`config.mk`:
```
export PLATFORM = sky130hd
export DESIGN_NAME = utf16_to_utf8_transcoder
export DESIGN_NICKNAME = d
export VERILOG_FILES = /design/src/rtl/core/u16u8_pkg.sv /design/src/rtl/core/u16u8_unit.sv /design/src/rtl/core/utf16_to_utf8_transcoder.sv
export SDC_FILE = /design/constraint.sdc
export NUM_CORES = 1
export LEC_CHECK = 0
export ABC_AREA = 1
export BUFFER_PORTS_ARGS = -buffer_cell sky130_fd_sc_hd__clkbuf_2
export CAP_MARGIN = 25
export CORE_UTILIZATION = 56
export CTS_BUF_LIST = sky130_fd_sc_hd__clkbuf_4 sky130_fd_sc_hd__clkbuf_8
export CTS_CLUSTER_SIZE = 10
export DETAILED_ROUTE_END_ITERATION = 10
export HOLD_SLACK_MARGIN = 0.05
export PLACE_DENSITY = 0.92
export SLEW_MARGIN = 30
export SYNTH_ARGS = -nofsm -noshare
export SYNTH_HDL_FRONTEND = slang
export SYNTH_SLANG_ARGS = --single-unit
```
`constraint.sdc`:
```
create_clock -name i_clk -period 3.25 [get_ports i_clk]
set_clock_uncertainty 0.05 [all_clocks]
set_input_delay 0.4875 -clock i_clk [delete_from_list [all_inputs] [get_ports i_clk]]
set_output_delay 0.4875 -clock i_clk [all_outputs]
set_load 0.02 [all_outputs]
```
`src/rtl/core/u16u8_pkg.sv`:
```
// Shared types and constants for the UTF-16 to UTF-8 transcoder.
package u16u8_pkg;

    // Result status codes reported on the closing beat of a stream
    typedef enum logic [2:0] {
        ST_OK        = 3'd0,
        ST_ODD_COUNT = 3'd1,
        ST_IN_PAIR   = 3'd2,
        ST_BAD_PAIR  = 3'd3,
        ST_LONE_LOW  = 3'd4
    } t_status;

    // Configuration register indexes
    localparam logic REG_LITTLE_ENDIAN = 1'b0;
    localparam logic REG_SKIP_BYTES    = 1'b1;

    // Surrogate ranges and UTF-8 lead/continuation marks
    localparam logic [15:0] HIGH_SURR_LO = 16'hD800;
    localparam logic [15:0] HIGH_SURR_HI = 16'hDBFF;
    localparam logic [15:0] LOW_SURR_LO  = 16'hDC00;
    localparam logic [15:0] LOW_SURR_HI  = 16'hDFFF;
    localparam logic [15:0] MAX_ONE_BYTE = 16'h007F;
    localparam logic [15:0] MAX_TWO_BYTE = 16'h07FF;
    localparam logic [20:0] SUPP_BASE    = 21'h10000;
    localparam logic [7:0]  LEAD_TWO     = 8'hC0;
    localparam logic [7:0]  LEAD_THREE   = 8'hE0;
    localparam logic [7:0]  LEAD_FOUR    = 8'hF0;
    localparam logic [7:0]  CONT_MARK    = 8'h80;

    // Outcome of decoding one code unit
    typedef struct packed {
        logic [2:0]      count;     // UTF-8 bytes produced, 0 to 4
        logic [3:0][7:0] bytes;     // bytes[0] goes out first
        logic            err;       // an error was found in this unit
        t_status         code;      // which error
        logic            hp_next;   // high surrogate waiting after this unit
        logic [9:0]      hb_next;   // its payload bits
    } t_unit_res;

endpackage

```
`src/rtl/core/u16u8_unit.sv`:
```
// Code unit decoder: surrogate pairing and UTF-8 encoding of one 16-bit unit.
module u16u8_unit (
    input  logic [15:0]            i_unit,
    input  logic                   i_high_pending,
    input  logic [9:0]             i_high_bits,
    output u16u8_pkg::t_unit_res   o_res
);
    import u16u8_pkg::*;

    logic        is_high;
    logic        is_low;
    logic [20:0] cp_supp;

    assign is_high = (i_unit >= HIGH_SURR_LO) && (i_unit <= HIGH_SURR_HI);
    assign is_low  = (i_unit >= LOW_SURR_LO) && (i_unit <= LOW_SURR_HI);
    assign cp_supp = SUPP_BASE + {1'b0, i_high_bits, i_unit[9:0]};

    // Pair surrogates, flag errors, encode the code point
    always_comb begin
        o_res         = '0;
        o_res.code    = ST_OK;
        o_res.hb_next = i_high_bits;
        if (i_high_pending) begin
            o_res.hp_next = 1'b0;
            if (!is_low) begin
                o_res.err  = 1'b1;
                o_res.code = ST_BAD_PAIR;
            end else begin
                o_res.count    = 3'd4;
                o_res.bytes[0] = LEAD_FOUR | {5'd0, cp_supp[20:18]};
                o_res.bytes[1] = CONT_MARK | {2'd0, cp_supp[17:12]};
                o_res.bytes[2] = CONT_MARK | {2'd0, cp_supp[11:6]};
                o_res.bytes[3] = CONT_MARK | {2'd0, cp_supp[5:0]};
            end
        end else if (is_high) begin
            o_res.hp_next = 1'b1;
            o_res.hb_next = i_unit[9:0];
        end else if (is_low) begin
            o_res.err  = 1'b1;
            o_res.code = ST_LONE_LOW;
        end else if (i_unit <= MAX_ONE_BYTE) begin
            o_res.count    = 3'd1;
            o_res.bytes[0] = i_unit[7:0];
        end else if (i_unit <= MAX_TWO_BYTE) begin
            o_res.count    = 3'd2;
            o_res.bytes[0] = LEAD_TWO | {3'd0, i_unit[10:6]};
            o_res.bytes[1] = CONT_MARK | {2'd0, i_unit[5:0]};
        end else begin
            o_res.count    = 3'd3;
            o_res.bytes[0] = LEAD_THREE | {4'd0, i_unit[15:12]};
            o_res.bytes[1] = CONT_MARK | {2'd0, i_unit[11:6]};
            o_res.bytes[2] = CONT_MARK | {2'd0, i_unit[5:0]};
        end
    end

endmodule

```
`src/rtl/core/utf16_to_utf8_transcoder.sv`:
```
// Top level of the UTF-16 to UTF-8 transcoder: stream state, result buffer, APB registers.
//
//   channel   direction  handshake              payload
//   input     in         i_valid / o_ready      i_data_byte, i_last_byte
//   result    out        o_valid / i_ready      o_utf8_byte, o_byte_valid, o_last_of_run,
//                                               o_status, o_stream_done
//   config    in         psel/penable/pwrite    paddr, pwdata, prdata, pready (always 1)
//
// Each input byte is decoded in the cycle it is accepted and its 0 to 4 results are
// loaded into a result buffer that drains one beat per cycle while i_ready is high.
// A byte that yields no result does not hold the input side; a byte that yields results
// holds it while its buffered beats drain on the output.
// The next byte is accepted in the cycle the last buffered beat is taken.
// Reset is synchronous and active low; no clearing pass.
// A stall on the result side holds the buffer and, once it is full, the input side.
module utf16_to_utf8_transcoder (
    input  logic                 i_clk,
    input  logic                 i_rst_n,
    // input channel
    input  logic                 i_valid,
    output logic                 o_ready,
    input  logic [7:0]           i_data_byte,
    input  logic                 i_last_byte,
    // result channel
    output logic                 o_valid,
    input  logic                 i_ready,
    output logic [7:0]           o_utf8_byte,
    output logic                 o_byte_valid,
    output logic                 o_last_of_run,
    output u16u8_pkg::t_status   o_status,
    output logic                 o_stream_done,
    // configuration port
    input  logic                 psel,
    input  logic                 penable,
    input  logic                 pwrite,
    input  logic [2:0]           paddr,
    input  logic [31:0]          pwdata,
    output logic [31:0]          prdata,
    output logic                 pready
);
    import u16u8_pkg::*;

    // configuration
    logic            r_little_endian;
    logic [1:0]      r_skip_bytes;

    // stream state
    logic            r_phase;
    logic [7:0]      r_held;
    logic            r_high_pending;
    logic [9:0]      r_high_bits;
    logic [1:0]      r_skip_left;
    logic            r_err;
    t_status         r_err_code;
    logic            r_mid;

    // result buffer
    logic            r_busy;
    logic [1:0]      r_idx;
    logic [1:0]      r_last_idx;
    logic [3:0][7:0] r_bytes;
    logic            r_bv;
    t_status         r_status;
    logic            r_end;

    // next values
    logic            n_phase;
    logic [7:0]      n_held;
    logic            n_high_pending;
    logic [9:0]      n_high_bits;
    logic [1:0]      n_skip_left;
    logic            n_err;
    t_status         n_err_code;
    logic            n_mid;
    logic [2:0]      n_count;
    logic [3:0][7:0] n_bytes;
    logic            n_bv;
    t_status         n_status;
    logic            n_end;

    logic            in_fire;
    logic            out_fire;
    logic            cfg_wr;
    logic            drain_last;
    logic [15:0]     unit;
    t_unit_res       unit_res;
    logic            odd;
    t_status         end_status;

    assign in_fire    = i_valid && o_ready;
    assign out_fire   = o_valid && i_ready;
    assign drain_last = out_fire && (r_idx == r_last_idx);
    assign o_ready    = !r_busy || drain_last;
    assign cfg_wr     = psel && penable && pwrite && pready;
    assign pready     = 1'b1;

    // Assemble the code unit in the configured byte order
    assign unit = r_little_endian ? {i_data_byte, r_held} : {r_held, i_data_byte};

    u16u8_unit u_unit (
        .i_unit         (unit),
        .i_high_pending (r_high_pending),
        .i_high_bits    (r_high_bits),
        .o_res          (unit_res)
    );

    // Advance stream state for the incoming byte
    always_comb begin
        n_phase        = r_phase;
        n_held         = r_held;
        n_high_pending = r_high_pending;
        n_high_bits    = r_high_bits;
        n_skip_left    = r_skip_left;
        n_err          = r_err;
        n_err_code     = r_err_code;
        n_mid          = r_mid;
        n_count        = 3'd0;
        n_bytes        = unit_res.bytes;
        n_bv           = 1'b1;
        n_status       = ST_OK;
        n_end          = 1'b0;
        odd            = 1'b0;
        end_status     = ST_OK;
        if (r_err) begin
            n_count = 3'd0;
        end else if (r_skip_left != 2'd0) begin
            n_skip_left = r_skip_left - 2'd1;
        end else if (!r_phase) begin
            n_held  = i_data_byte;
            n_phase = 1'b1;
        end else begin
            n_phase        = 1'b0;
            n_count        = unit_res.count;
            n_high_pending = unit_res.hp_next;
            n_high_bits    = unit_res.hb_next;
            if (unit_res.err) begin
                n_err      = 1'b1;
                n_err_code = unit_res.code;
            end
        end

        // Close the stream on its last byte
        if (!i_last_byte) begin
            n_mid = 1'b1;
        end else begin
            odd = n_phase || n_skip_left[0];
            if (odd) begin
                end_status = ST_ODD_COUNT;
            end else if (n_err) begin
                end_status = n_err_code;
            end else if (n_high_pending) begin
                end_status = ST_IN_PAIR;
            end
            n_end = 1'b1;
            if ((end_status != ST_OK) || (n_count == 3'd0)) begin
                n_count  = 3'd1;
                n_bytes  = '0;
                n_bv     = 1'b0;
                n_status = end_status;
            end
            n_phase        = 1'b0;
            n_held         = 8'd0;
            n_high_pending = 1'b0;
            n_high_bits    = 10'd0;
            n_err          = 1'b0;
            n_err_code     = ST_OK;
            n_mid          = 1'b0;
            n_skip_left    = r_skip_bytes;
        end
    end

    // Hold stream state, result buffer and registers
    always_ff @(posedge i_clk) begin
        if (!i_rst_n) begin
            r_little_endian <= 1'b1;
            r_skip_bytes    <= 2'd0;
            r_phase         <= 1'b0;
            r_held          <= 8'd0;
            r_high_pending  <= 1'b0;
            r_high_bits     <= 10'd0;
            r_skip_left     <= 2'd0;
            r_err           <= 1'b0;
            r_err_code      <= ST_OK;
            r_mid           <= 1'b0;
            r_busy          <= 1'b0;
            r_idx           <= 2'd0;
            r_last_idx      <= 2'd0;
        end else begin
            // Load a new run of beats, else step through the buffered one
            if (in_fire && (n_count != 3'd0)) begin
                r_busy     <= 1'b1;
                r_idx      <= 2'd0;
                r_last_idx <= 2'(n_count - 3'd1);
            end else if (out_fire) begin
                if (r_idx == r_last_idx) begin
                    r_busy <= 1'b0;
                end else begin
                    r_idx <= r_idx + 2'd1;
                end
            end
            if (in_fire) begin
                r_phase        <= n_phase;
                r_held         <= n_held;
                r_high_pending <= n_high_pending;
                r_high_bits    <= n_high_bits;
                r_skip_left    <= n_skip_left;
                r_err          <= n_err;
                r_err_code     <= n_err_code;
                r_mid          <= n_mid;
            end
            if (cfg_wr) begin
                case (paddr[2])
                    REG_LITTLE_ENDIAN: begin
                        r_little_endian <= pwdata[0];
                    end
                    REG_SKIP_BYTES: begin
                        r_skip_bytes <= pwdata[1:0];
                        if (!r_mid) begin
                            r_skip_left <= pwdata[1:0];
                        end
                    end
                    default: begin
                        r_skip_bytes <= r_skip_bytes;
                    end
                endcase
            end
        end
    end

    // Load the result payload
    always_ff @(posedge i_clk) begin
        if (in_fire && (n_count != 3'd0)) begin
            r_bytes  <= n_bytes;
            r_bv     <= n_bv;
            r_status <= n_status;
            r_end    <= n_end;
        end
    end

    // Drive the current beat
    assign o_valid       = r_busy;
    assign o_utf8_byte   = r_bytes[r_idx];
    assign o_byte_valid  = r_bv;
    assign o_last_of_run = (r_idx == r_last_idx);
    assign o_status      = r_status;
    assign o_stream_done = r_end && (r_idx == r_last_idx);

    // Register read back
    always_comb begin
        case (paddr[2])
            REG_LITTLE_ENDIAN: prdata = {31'd0, r_little_endian};
            REG_SKIP_BYTES:    prdata = {30'd0, r_skip_bytes};
            default:           prdata = 32'd0;
        endcase
    end

    // Checks on the result buffer and stream state
    a_done_on_last: assert property (@(posedge i_clk) disable iff (!i_rst_n)
        (o_valid && o_stream_done) |-> o_last_of_run)
        else $error("stream_done without last_of_run");

    a_err_beat: assert property (@(posedge i_clk) disable iff (!i_rst_n)
        (o_valid && (o_status != ST_OK)) |-> (!o_byte_valid && o_stream_done))
        else $error("error status on a data beat");

    a_err_no_pair: assert property (@(posedge i_clk) disable iff (!i_rst_n)
        !(r_err && r_high_pending))
        else $error("high surrogate pending after an error");

    a_restart: assert property (@(posedge i_clk) disable iff (!i_rst_n)
        (in_fire && i_last_byte) |=> (!r_mid && !r_phase && !r_err && !r_high_pending))
        else $error("stream state not restarted after last byte");

    a_idx_range: assert property (@(posedge i_clk) disable iff (!i_rst_n)
        r_busy |-> (r_idx <= r_last_idx))
        else $error("result index past last buffered beat");

endmodule

```
==> flow_summary.ini, run 1 <==
[clock_network]
cts_setup_buffers = 0
ctsHoldBuffers = 0
clk_pin_slew_ps = 70
root_buffer = clkbuf_8
clock_latency_ps = 360
cts_max_level = 3
cts_tree = done
cts.path.max_buffers = 2
cts_resized = 0
cts_sinks = 69
cts_buffers = 9

[setup_path]
critPathArrivalTime_ps = 2740
reg2reg_depth = 13
critPathKind = flip-flop to flip-flop
cp.required_ps = 3250
cp_common_cell = nand2_1
cp_max_fo = 31
max_stage_delay_ps = 340
slowest_stage = dfxtp_1
end_kind = flip-flop
crit_chain = buf_4 -> nand2_1 -> o21ai_1 -> inv_1 -> nand3_2 -> nor2_4 -> nor2_4 -> nand2_1 -> ha_1 -> nand2_1 -> nand2_1 -> inv_2 -> buf_12
worst_setup_path_start_kind = flip-flop

[detailed_routing]
vias = 3785
drc = 0
routed_wl_um = 9699
first_pass_iters = 5
drt_iter0_drc = 285
postRouteAntennaNets = 0
wire_per_inst_um = 13.55
vias_per_cell = 5.286

[yosys]
synthCells = 581
synthFlopType = dfxtp_1
seq_area_frac_synth_pct = 40.39
yosysWarningCount = 0
syn_area_per_cell_um2 = 7.337
async_flop_share_pct = 0
ys_types = 38
synth-seq-cells = 69
netlist_area_mm2 = 0.004263
synth_edf_count = 34

[final_layout]
antenna_cells = 0
syn_to_final_growth_pct = 7.925
final_common_cell = nand2_1
final_cell_mix = nand2_1, inv_1, o21ai_0
fin_nets = 665
layout-drive-gt1-share_pct = 15.72

[hold_path]
hold_path_depth = 3
holdCritPathClass = primary input to flip-flop

[placement]
hpwl_um = 7246
gp_congestion = 0.9092
port_buffers = 36

[sta]
rsz0062_at_grt = no
hold_viol = 0
fin_crit_sh_pct = 84.42
tightest_slew_ps = 810.7
setup_viol = 0
fin_setup_tns_ps = 0
slew_headroom_pct = 45.38
min_period_ps = 2744
slew_violations = 0
fmax_mhz = 364.5

[pwr]
p_leak_nw = 2.188
seqPwrFrac_pct = 45.0
power_density_mw_per_mm2 = 477.4
p_clk_share_pct = 38.8
power.total_w = 0.002196
swShare_pct = 27.97
ir_drop_mv = 0.3012
pwr-share-comb_pct = 16.2
p_int_w = 0.001582
p_switching_w = 0.0006143

[floorplanning]
start_util_pct = 58.46
die-area_mm2 = 0.007965
die_y_um = 89.25
die_w_um = 89.25
core_mm2 = 0.007292
ios = 100
rows = 31

[global_route]
track_usage_pct = 25.63
grt_max_degree = 32
overflow = 0
grt_pass1_wl_um = 15390
grt_pass1_vias = 3403
antenna_found_initial = 0

[status]
status = finished clean

[job]
maxCapViolCount = 0
-- cell families after synthesis --
kind of cell	count (synthesis)	synth area share (%)
AOI/OAI and AO/OA	103	12.83
xor gates and xnor gates	4	0.8220
adders and majority gates	2	0.5869
buffers and inverters	126	15.47
DFF	69	40.39
other	2	0.1762
and+or+nand+nor	275	29.73
-- stage by stage --
step	util, %	hold slack, ps	cells	setup WS, ps	cell area [um2]
3_3_place_gp	59.76	402.6	700	583.0	4358
4_1_cts	63.09	311.7	716	540.8	4601
3_5_place_dp	59.76	408.6	700	502.6	4358
6_report	63.09	323.1	716	506.3	4601
5_1_grt	63.09	311.2	716	301.7	4601
2_1_floorplan	-	391.0	610	750.2	4372
-- cell usage after synthesis, types with 2 or more instances --
cell type,instances,area (um2)
buf_4,32,240.2
o21ai_1,10,50.05
ha_1,2,25.02
nand3_1,46,230.2
o21ai_0,49,245.2
buf_6,8,90.09
clkbuf_1,8,30.03
nor2_1,42,157.7
buf_2,3,15.01
nand2_1,155,581.8
nand4_1,2,12.51
xnor2_1,3,26.28
o22ai_1,7,43.79
nand2_2,7,43.79
conb_1,2,7.510
nor2_2,3,18.77
nor2_4,4,45.04
nand3_4,2,35.03
a21oi_1,33,165.2
inv_2,8,30.03
dfxtp_1,35,700.7
or2_2,4,25.02
edfxtp_1,34,1021
nand3_2,4,40.04
inv_1,65,244.0
-- path summary, 6_finish.rpt --
path / from / end / slack (ps)
setup reg to reg: r_little_endian$_SDFFE_PN1P_ / r_bytes[10]$_DFFE_PP_ / 510
setup / recovery: r_little_endian$_SDFFE_PN1P_ / r_bytes[10]$_DFFE_PP_ / 510
hold / removal: pwdata[0] / r_little_endian$_SDFFE_PN1P_ / 320
hold reg to reg: r_high_bits[0]$_SDFFE_PN0P_ / r_high_bits[0]$_SDFFE_PN0P_ / 420
-- sequential cells by signal (all words and copies together) (netlist names) --
signal	flops
r_high_pending	1
r_err	1
r_end	1
r_phase	1
r_skip_bytes	2
r_err_code	3
o_byte_valid	1
r_skip_left	2
o_valid	1
r_bytes	29
o_status	3
r_little_endian	1
r_held	8
r_idx	2
r_high_bits	10
r_mid	1
r_last_idx	2
-- final cells by class --
| cell class | count | area [um2] |
|---|---|---|
| clock buffer | 10 | 131.4 |
| clock inverter | 6 | 111.4 |
| fill | 667 | 2691 |
| timing repair buffer | 42 | 237.7 |
| tap | 99 | 123.9 |
| multi-input combinational | 415 | 1991 |
| sequential | 69 | 1722 |
| inverter | 75 | 284.0 |
-- critical path, delay by kind of cell, from the launching register on --
family                     cells  cell delay (ps)
buffers and inverters          4              800
and+or+nand+nor                7              850
adders and majority gates      1              180
DFF                            1              340
AOI/OAI and AO/OA              1              200
-- metal layers --
metal  global-route usage, %  vias up  share of wire, %
li1                        -     1871                 -
met1                   30.89     1749                43
met2                   42.89      144                49
met3                   6.741       21               6.0
met4                   11.98        0               2.1
met5                       0        -                 0
-- power by group through the flow --
stage	Clock (W)	Sequential (W)	Combinational, W
2_1_floorplan	0	0.00101	0.000281
3_3_place_gp	0	0.00100	0.000341
6_report	0.000853	0.000988	0.000356
5_1_grt	0.000905	0.000991	0.000395
4_1_cts	0.000860	0.000987	0.000352
3_5_place_dp	0	0.00101	0.000350
No activity file was read; power rests on OpenSTA's default activity.
==> inputs of run 2 (changes only) <==
- clock period: 3.25 -> 2.54 ns (I/O delays scaled with it)
==> run 2 against run 1 <==
Count of clock-buffer cells in the layout is the same; power up 26%; via count rose by 1.3%; critical path type unchanged.
==> flow_summary.ini, run 2 (synthesized netlist as in run 1, its figures left out) <==
[status]
status = finished clean

[pwr]
p_switching_w = 0.0007954
power.total_w = 0.002764
p_clk_share_pct = 36.3
swShare_pct = 28.78
seqPwrFrac_pct = 45.7
ir_drop_mv = 0.3837
power_density_mw_per_mm2 = 580.5
pwr-share-comb_pct = 18.0
p_int_w = 0.001969
p_leak_nw = 2.289

[setup_path]
critPathKind = flip-flop to flip-flop
cp_common_cell = nand2_1
end_kind = flip-flop
cp.required_ps = 2550
crit_chain = buf_12 -> nand2_1 -> nand2_2 -> nand2_2 -> inv_2 -> nand3_2 -> nand4_2 -> nand3_4 -> nand2_1 -> inv_1 -> ha_1 -> nand2_1 -> nand2_1 -> inv_2 -> clkbuf_16
slowest_stage = dfxtp_2
cp_max_fo = 30
worst_setup_path_start_kind = flip-flop
regToRegSetupSlack_ps = 150
critPathArrivalTime_ps = 2400
max_stage_delay_ps = 360

[sta]
fmax_mhz = 418.7
hold_viol = 0
slew_violations = 0
slew_headroom_pct = 52.49
rsz0062_at_grt = no
fin_setup_tns_ps = 0
setup_viol = 0
fin_crit_sh_pct = 94.03
min_period_ps = 2388
tightest_slew_ps = 711.9

[global_route]
grt_pass1_wl_um = 15900
antenna_found_initial = 0
top_usage_layer = met2
grt.met1_usage_pct = 33.88
track_usage_pct = 26.59
grt_use_met2_pct = 45.73
grt_max_degree = 32
overflow = 0
grt_use_met3_pct = 4.617
grt_pass1_vias = 3492

[final_layout]
final_common_cell = nand2_1
largest_register_ffs = 29
fillCellCount = 642
layout-drive-gt1-share_pct = 18.71
final_cell_mix = nand2_1, inv_1, o21ai_0
fin_nets = 684
syn_to_final_growth_pct = 11.71
antenna_cells = 0
multiInputGateArea_mm2 = 0.001997
regMostFlops = r_bytes
top_regs = r_bytes x29, r_high_bits x10, r_held x8
ff_latch_area_mm2 = 0.001723
fin_area_mm2 = 0.004762

[floorplanning]
start_util_pct = 58.46
die_y_um = 89.25
ios = 100
core_mm2 = 0.007292
die-area_mm2 = 0.007965
rows = 31
die_w_um = 89.25

[clock_network]
cts_tree = done
root_buffer = clkbuf_8
cts_setup_buffers = 0
clock_latency_ps = 350
cts_sinks = 69
clk_pin_slew_ps = 70
cts_max_level = 3
cts.path.max_buffers = 2
cts_buffers = 9

[detailed_routing]
vias_per_cell = 5.219
wire_per_inst_um = 13.68
vias = 3836
first_pass_iters = 5
drc = 0
routed_wl_um = 10060
postRouteAntennaNets = 0
drt_iter0_drc = 236

[placement]
place_area_mm2 = 0.004506
gp_congestion = 0.9476
hpwl_um = 7568
port_buffers = 36

[job]
maxCapViolCount = 0

[hold_path]
holdCritPathClass = primary input to flip-flop
-- run 2: worst paths after layout --
check                               startpoint                      endpoint  cells past startpoint
hold / removal                       pwdata[0]  r_little_endian$_SDFFE_PN1P_                      3
setup reg to reg  r_little_endian$_SDFFE_PN1P_         r_bytes[18]$_DFFE_PP_                     15
setup / recovery  r_little_endian$_SDFFE_PN1P_         r_bytes[18]$_DFFE_PP_                     15
hold reg to reg    r_high_bits[1]$_SDFFE_PN0P_   r_high_bits[1]$_SDFFE_PN0P_                      2
-- run 2: per-stage QoR --
step	instances	utilization [%]	hold WS (ps)	worst slack, ps
detailed placement	718	61.79	408.1	141.8
floorplan	610	-	391.0	83.00
global route	735	65.31	245.3	7.929
finish	735	65.31	245.1	151.5
CTS	734	64.86	246.2	134.6
global placement	718	61.79	402.5	206.5
-- run 2: critical path, delay by kind of cell (launching register included) --
kind | cells | cell delay [ps]
adder cells (fa/ha/maj) | 1 | 180
buffers and inverters | 5 | 640
flip-flops | 1 | 360
AND/OR/NAND/NOR | 9 | 850
-- run 2: repair_timing --
item                                    CTS  global route
resized for setup                         0             3
endpoints found under the hold margin     0             0
hold buffers                              0             0
endpoints found under the setup margin    0            29
-- run 2: final cells by class --
cell class | instances | area share (%)
multi-input combinational | 415 | 41.93
inverter | 75 | 5.964
clock inverter | 6 | 1.813
clock buffer | 10 | 2.890
tap | 99 | 2.601
timing repair buffer | 61 | 8.618
sequential | 69 | 36.18
-- run 2: power by group through the flow --
| stage | clock, W | combinational, W | sequential, W |
|---|---|---|---|
| floorplan | 0 | 0.000360 | 0.00129 |
| global placement | 0 | 0.000466 | 0.00128 |
| detailed placement | 0 | 0.000479 | 0.00129 |
| CTS | 0.00100 | 0.000481 | 0.00126 |
| global route | 0.00104 | 0.000552 | 0.00127 |
| finish | 0.00100 | 0.000497 | 0.00126 |
-- run 2: layer usage --
layer | share of wire (%) | up-vias | wire (um)
met4 | 2.4 | 0 | 245
met3 | 4.9 | 23 | 497
met5 | 0 | - | 0
li1 | - | 1912 | -
met1 | 44 | 1762 | 4428
met2 | 49 | 139 | 4885
==> inputs of run 3 (changes only) <==
==> constraint.sdc (replaced) <==
create_clock -name i_clk -period 2.54 [get_ports i_clk]
set_clock_uncertainty 0.05 [all_clocks]
set_input_delay 0.508 -clock i_clk [delete_from_list [all_inputs] [get_ports i_clk]]
set_output_delay 0.508 -clock i_clk [all_outputs]
set_load 0.02 [all_outputs]
==> run 3 against run 2 <==
Register-to-register slack worse by 20 ps; global-route usage shrank 0.82 points; largest power group unchanged; sequential share of layout area rose by 0.48 points; combinational power shrank 3%; clock power fell by 5%; wire length decreased by 5.3%; count of clock-buffer cells in the layout stayed put; power decreased by 2.6%.
==> flow_summary.ini, run 3 (synthesized netlist as in run 1, its figures left out) <==
[clock_network]
cts.path.max_buffers = 2
clock_latency_ps = 350
cts_buffers = 9
cts_tree = done
cts_max_level = 3
ctsHoldBuffers = 0
cts_setup_buffers = 0
clk_pin_slew_ps = 70
root_buffer = clkbuf_8
cts_sinks = 69
cts_resized = 0

[final_layout]
largest_register_ffs = 29
top_regs = r_bytes x29, r_high_bits x10, r_held x8
layout-drive-gt1-share_pct = 17.72
final_cell_mix = nand2_1, inv_1, o21ai_0
antenna_cells = 0
fillCellCount = 648
syn_to_final_growth_pct = 10.24
final_common_cell = nand2_1
regMostFlops = r_bytes
fin_nets = 681

[global_route]
grt_max_degree = 31
track_usage_pct = 25.77
overflow = 0
grt_pass1_vias = 3435
grt_pass1_wl_um = 15440
antenna_found_initial = 0

[floorplanning]
rows = 31
ios = 100
die_y_um = 89.25
die-area_mm2 = 0.007965
die_w_um = 89.25
core_mm2 = 0.007292
start_util_pct = 58.46

[setup_path]
cp_common_cell = nand2_1
reg2reg_depth = 14
worst_setup_path_start_kind = flip-flop
r2r-end = r_bytes[31]$_DFFE_PP_
path_delay_family = simple AND/OR/NAND/NOR gates
critPathKind = flip-flop to flip-flop
max_stage_delay_ps = 350
end_kind = flip-flop
regToRegSetupSlack_ps = 140
startpoint = r_little_endian$_SDFFE_PN1P_
cp.required_ps = 2540
r2r-start = r_little_endian$_SDFFE_PN1P_
cp_max_fo = 30
critPathBufInv = 4
slowest_stage = dfxtp_2
critPathArrivalTime_ps = 2400
crit_chain = buf_12 -> nand2_1 -> nand2_2 -> nor2_1 -> nand3_2 -> nand4_2 -> nand3_4 -> nand2_1 -> inv_1 -> ha_1 -> nand2_1 -> nand2_1 -> inv_2 -> buf_12
path_depth = 14
endpoint = r_bytes[31]$_DFFE_PP_

[pwr]
power_density_mw_per_mm2 = 572.8
p_leak_nw = 2.254
power.total_w = 0.002692
ir_drop_mv = 0.3103

[placement]
gp_congestion = 0.9774
port_buffers = 36
dp_slack_ps = 43.85
hpwl_um = 7251

[hold_path]
holdCritPathClass = primary input to flip-flop

[sta]
setup_viol = 0
whs_ps = 350.0
postLayoutSetupSlackWorst_ps = 136.1
slew_violations = 0
fmax_mhz = 416.0
min_period_ps = 2404
rsz0062_at_grt = yes
tightest_slew_ps = 735.4
fin_crit_sh_pct = 94.64
hold_viol = 0
slew_headroom_pct = 50.92

[detailed_routing]
postRouteAntennaNets = 0
wire_per_inst_um = 13.02
routed_wl_um = 9521
drt_iter0_drc = 278
first_pass_iters = 5
vias = 3819
drc = 0
vias_per_cell = 5.224

[status]
status = finished clean

[job]
maxCapViolCount = 0
[run 3: layout make-up]
cell class / instances / area (um2) / area share (%)
Timing Repair Buffer: 58 / 370.4 / 7.881
Multi-Input combinational cell: 415 / 1991 / 42.36
Clock inverter: 5 / 76.32 / 1.624
Inverter: 75 / 284.0 / 6.044
Clock buffer: 10 / 131.4 / 2.796
Sequential cell: 69 / 1723 / 36.66
Tap cell: 99 / 123.9 / 2.636
[run 3: metal layers]
| layer | vias up | GRT usage, % | wire length (um) |
|---|---|---|---|
| met2 | 154 | 45.11 | 4686 |
| li1 | 1895 | - | - |
| met5 | - | 0 | 0 |
| met1 | 1752 | 31.32 | 4023 |
| met3 | 18 | 4.617 | 608 |
| met4 | 0 | 10.68 | 203 |
[run 3: how the worst min path moves through the flow]
stage	depth (start not counted)	from	slack, ps	endpoint
after floorplan	2	r_high_bits[2]$_SDFFE_PN0P_	390	r_high_bits[2]$_SDFFE_PN0P_
after global placement	2	r_err_code[1]$_SDFFE_PN0P_	400	r_err_code[1]$_SDFFE_PN0P_
after detailed placement	2	r_high_bits[0]$_SDFFE_PN0P_	400	r_high_bits[0]$_SDFFE_PN0P_
after CTS	3	pwdata[0]	340	r_little_endian$_SDFFE_PN1P_
after global routing	3	pwdata[0]	360	r_little_endian$_SDFFE_PN1P_
final	3	pwdata[0]	350	r_little_endian$_SDFFE_PN1P_
[run 3: report_power, final]
group          total [W]  internal (W)  switching, W  leakage, nW
sequential       0.00126       0.00124     0.0000251        0.609
combinational   0.000480      0.000143      0.000337         1.54
clock           0.000948      0.000553      0.000395        0.103
total            0.00269       0.00194      0.000757         2.25
[run 3: worst min-delay path: stages]
cell      delay (ps)
clkbuf_2          90
a21oi_1           60
o21ai_0           60
[run 3: per-stage QoR]
| step | cells | cell area (um2) | setup TNS [ps] | util [%] |
|---|---|---|---|---|
| 2_1_floorplan | 610 | 4372 | 0 | - |
| 5_1_grt | 731 | 4700 | -31.08 | 64.45 |
| 6_report | 731 | 4700 | 0 | 64.45 |
| 3_3_place_gp | 716 | 4491 | 0 | 61.58 |
| 3_5_place_dp | 716 | 4491 | 0 | 61.58 |
| 4_1_cts | 731 | 4698 | 0 | 64.43 |
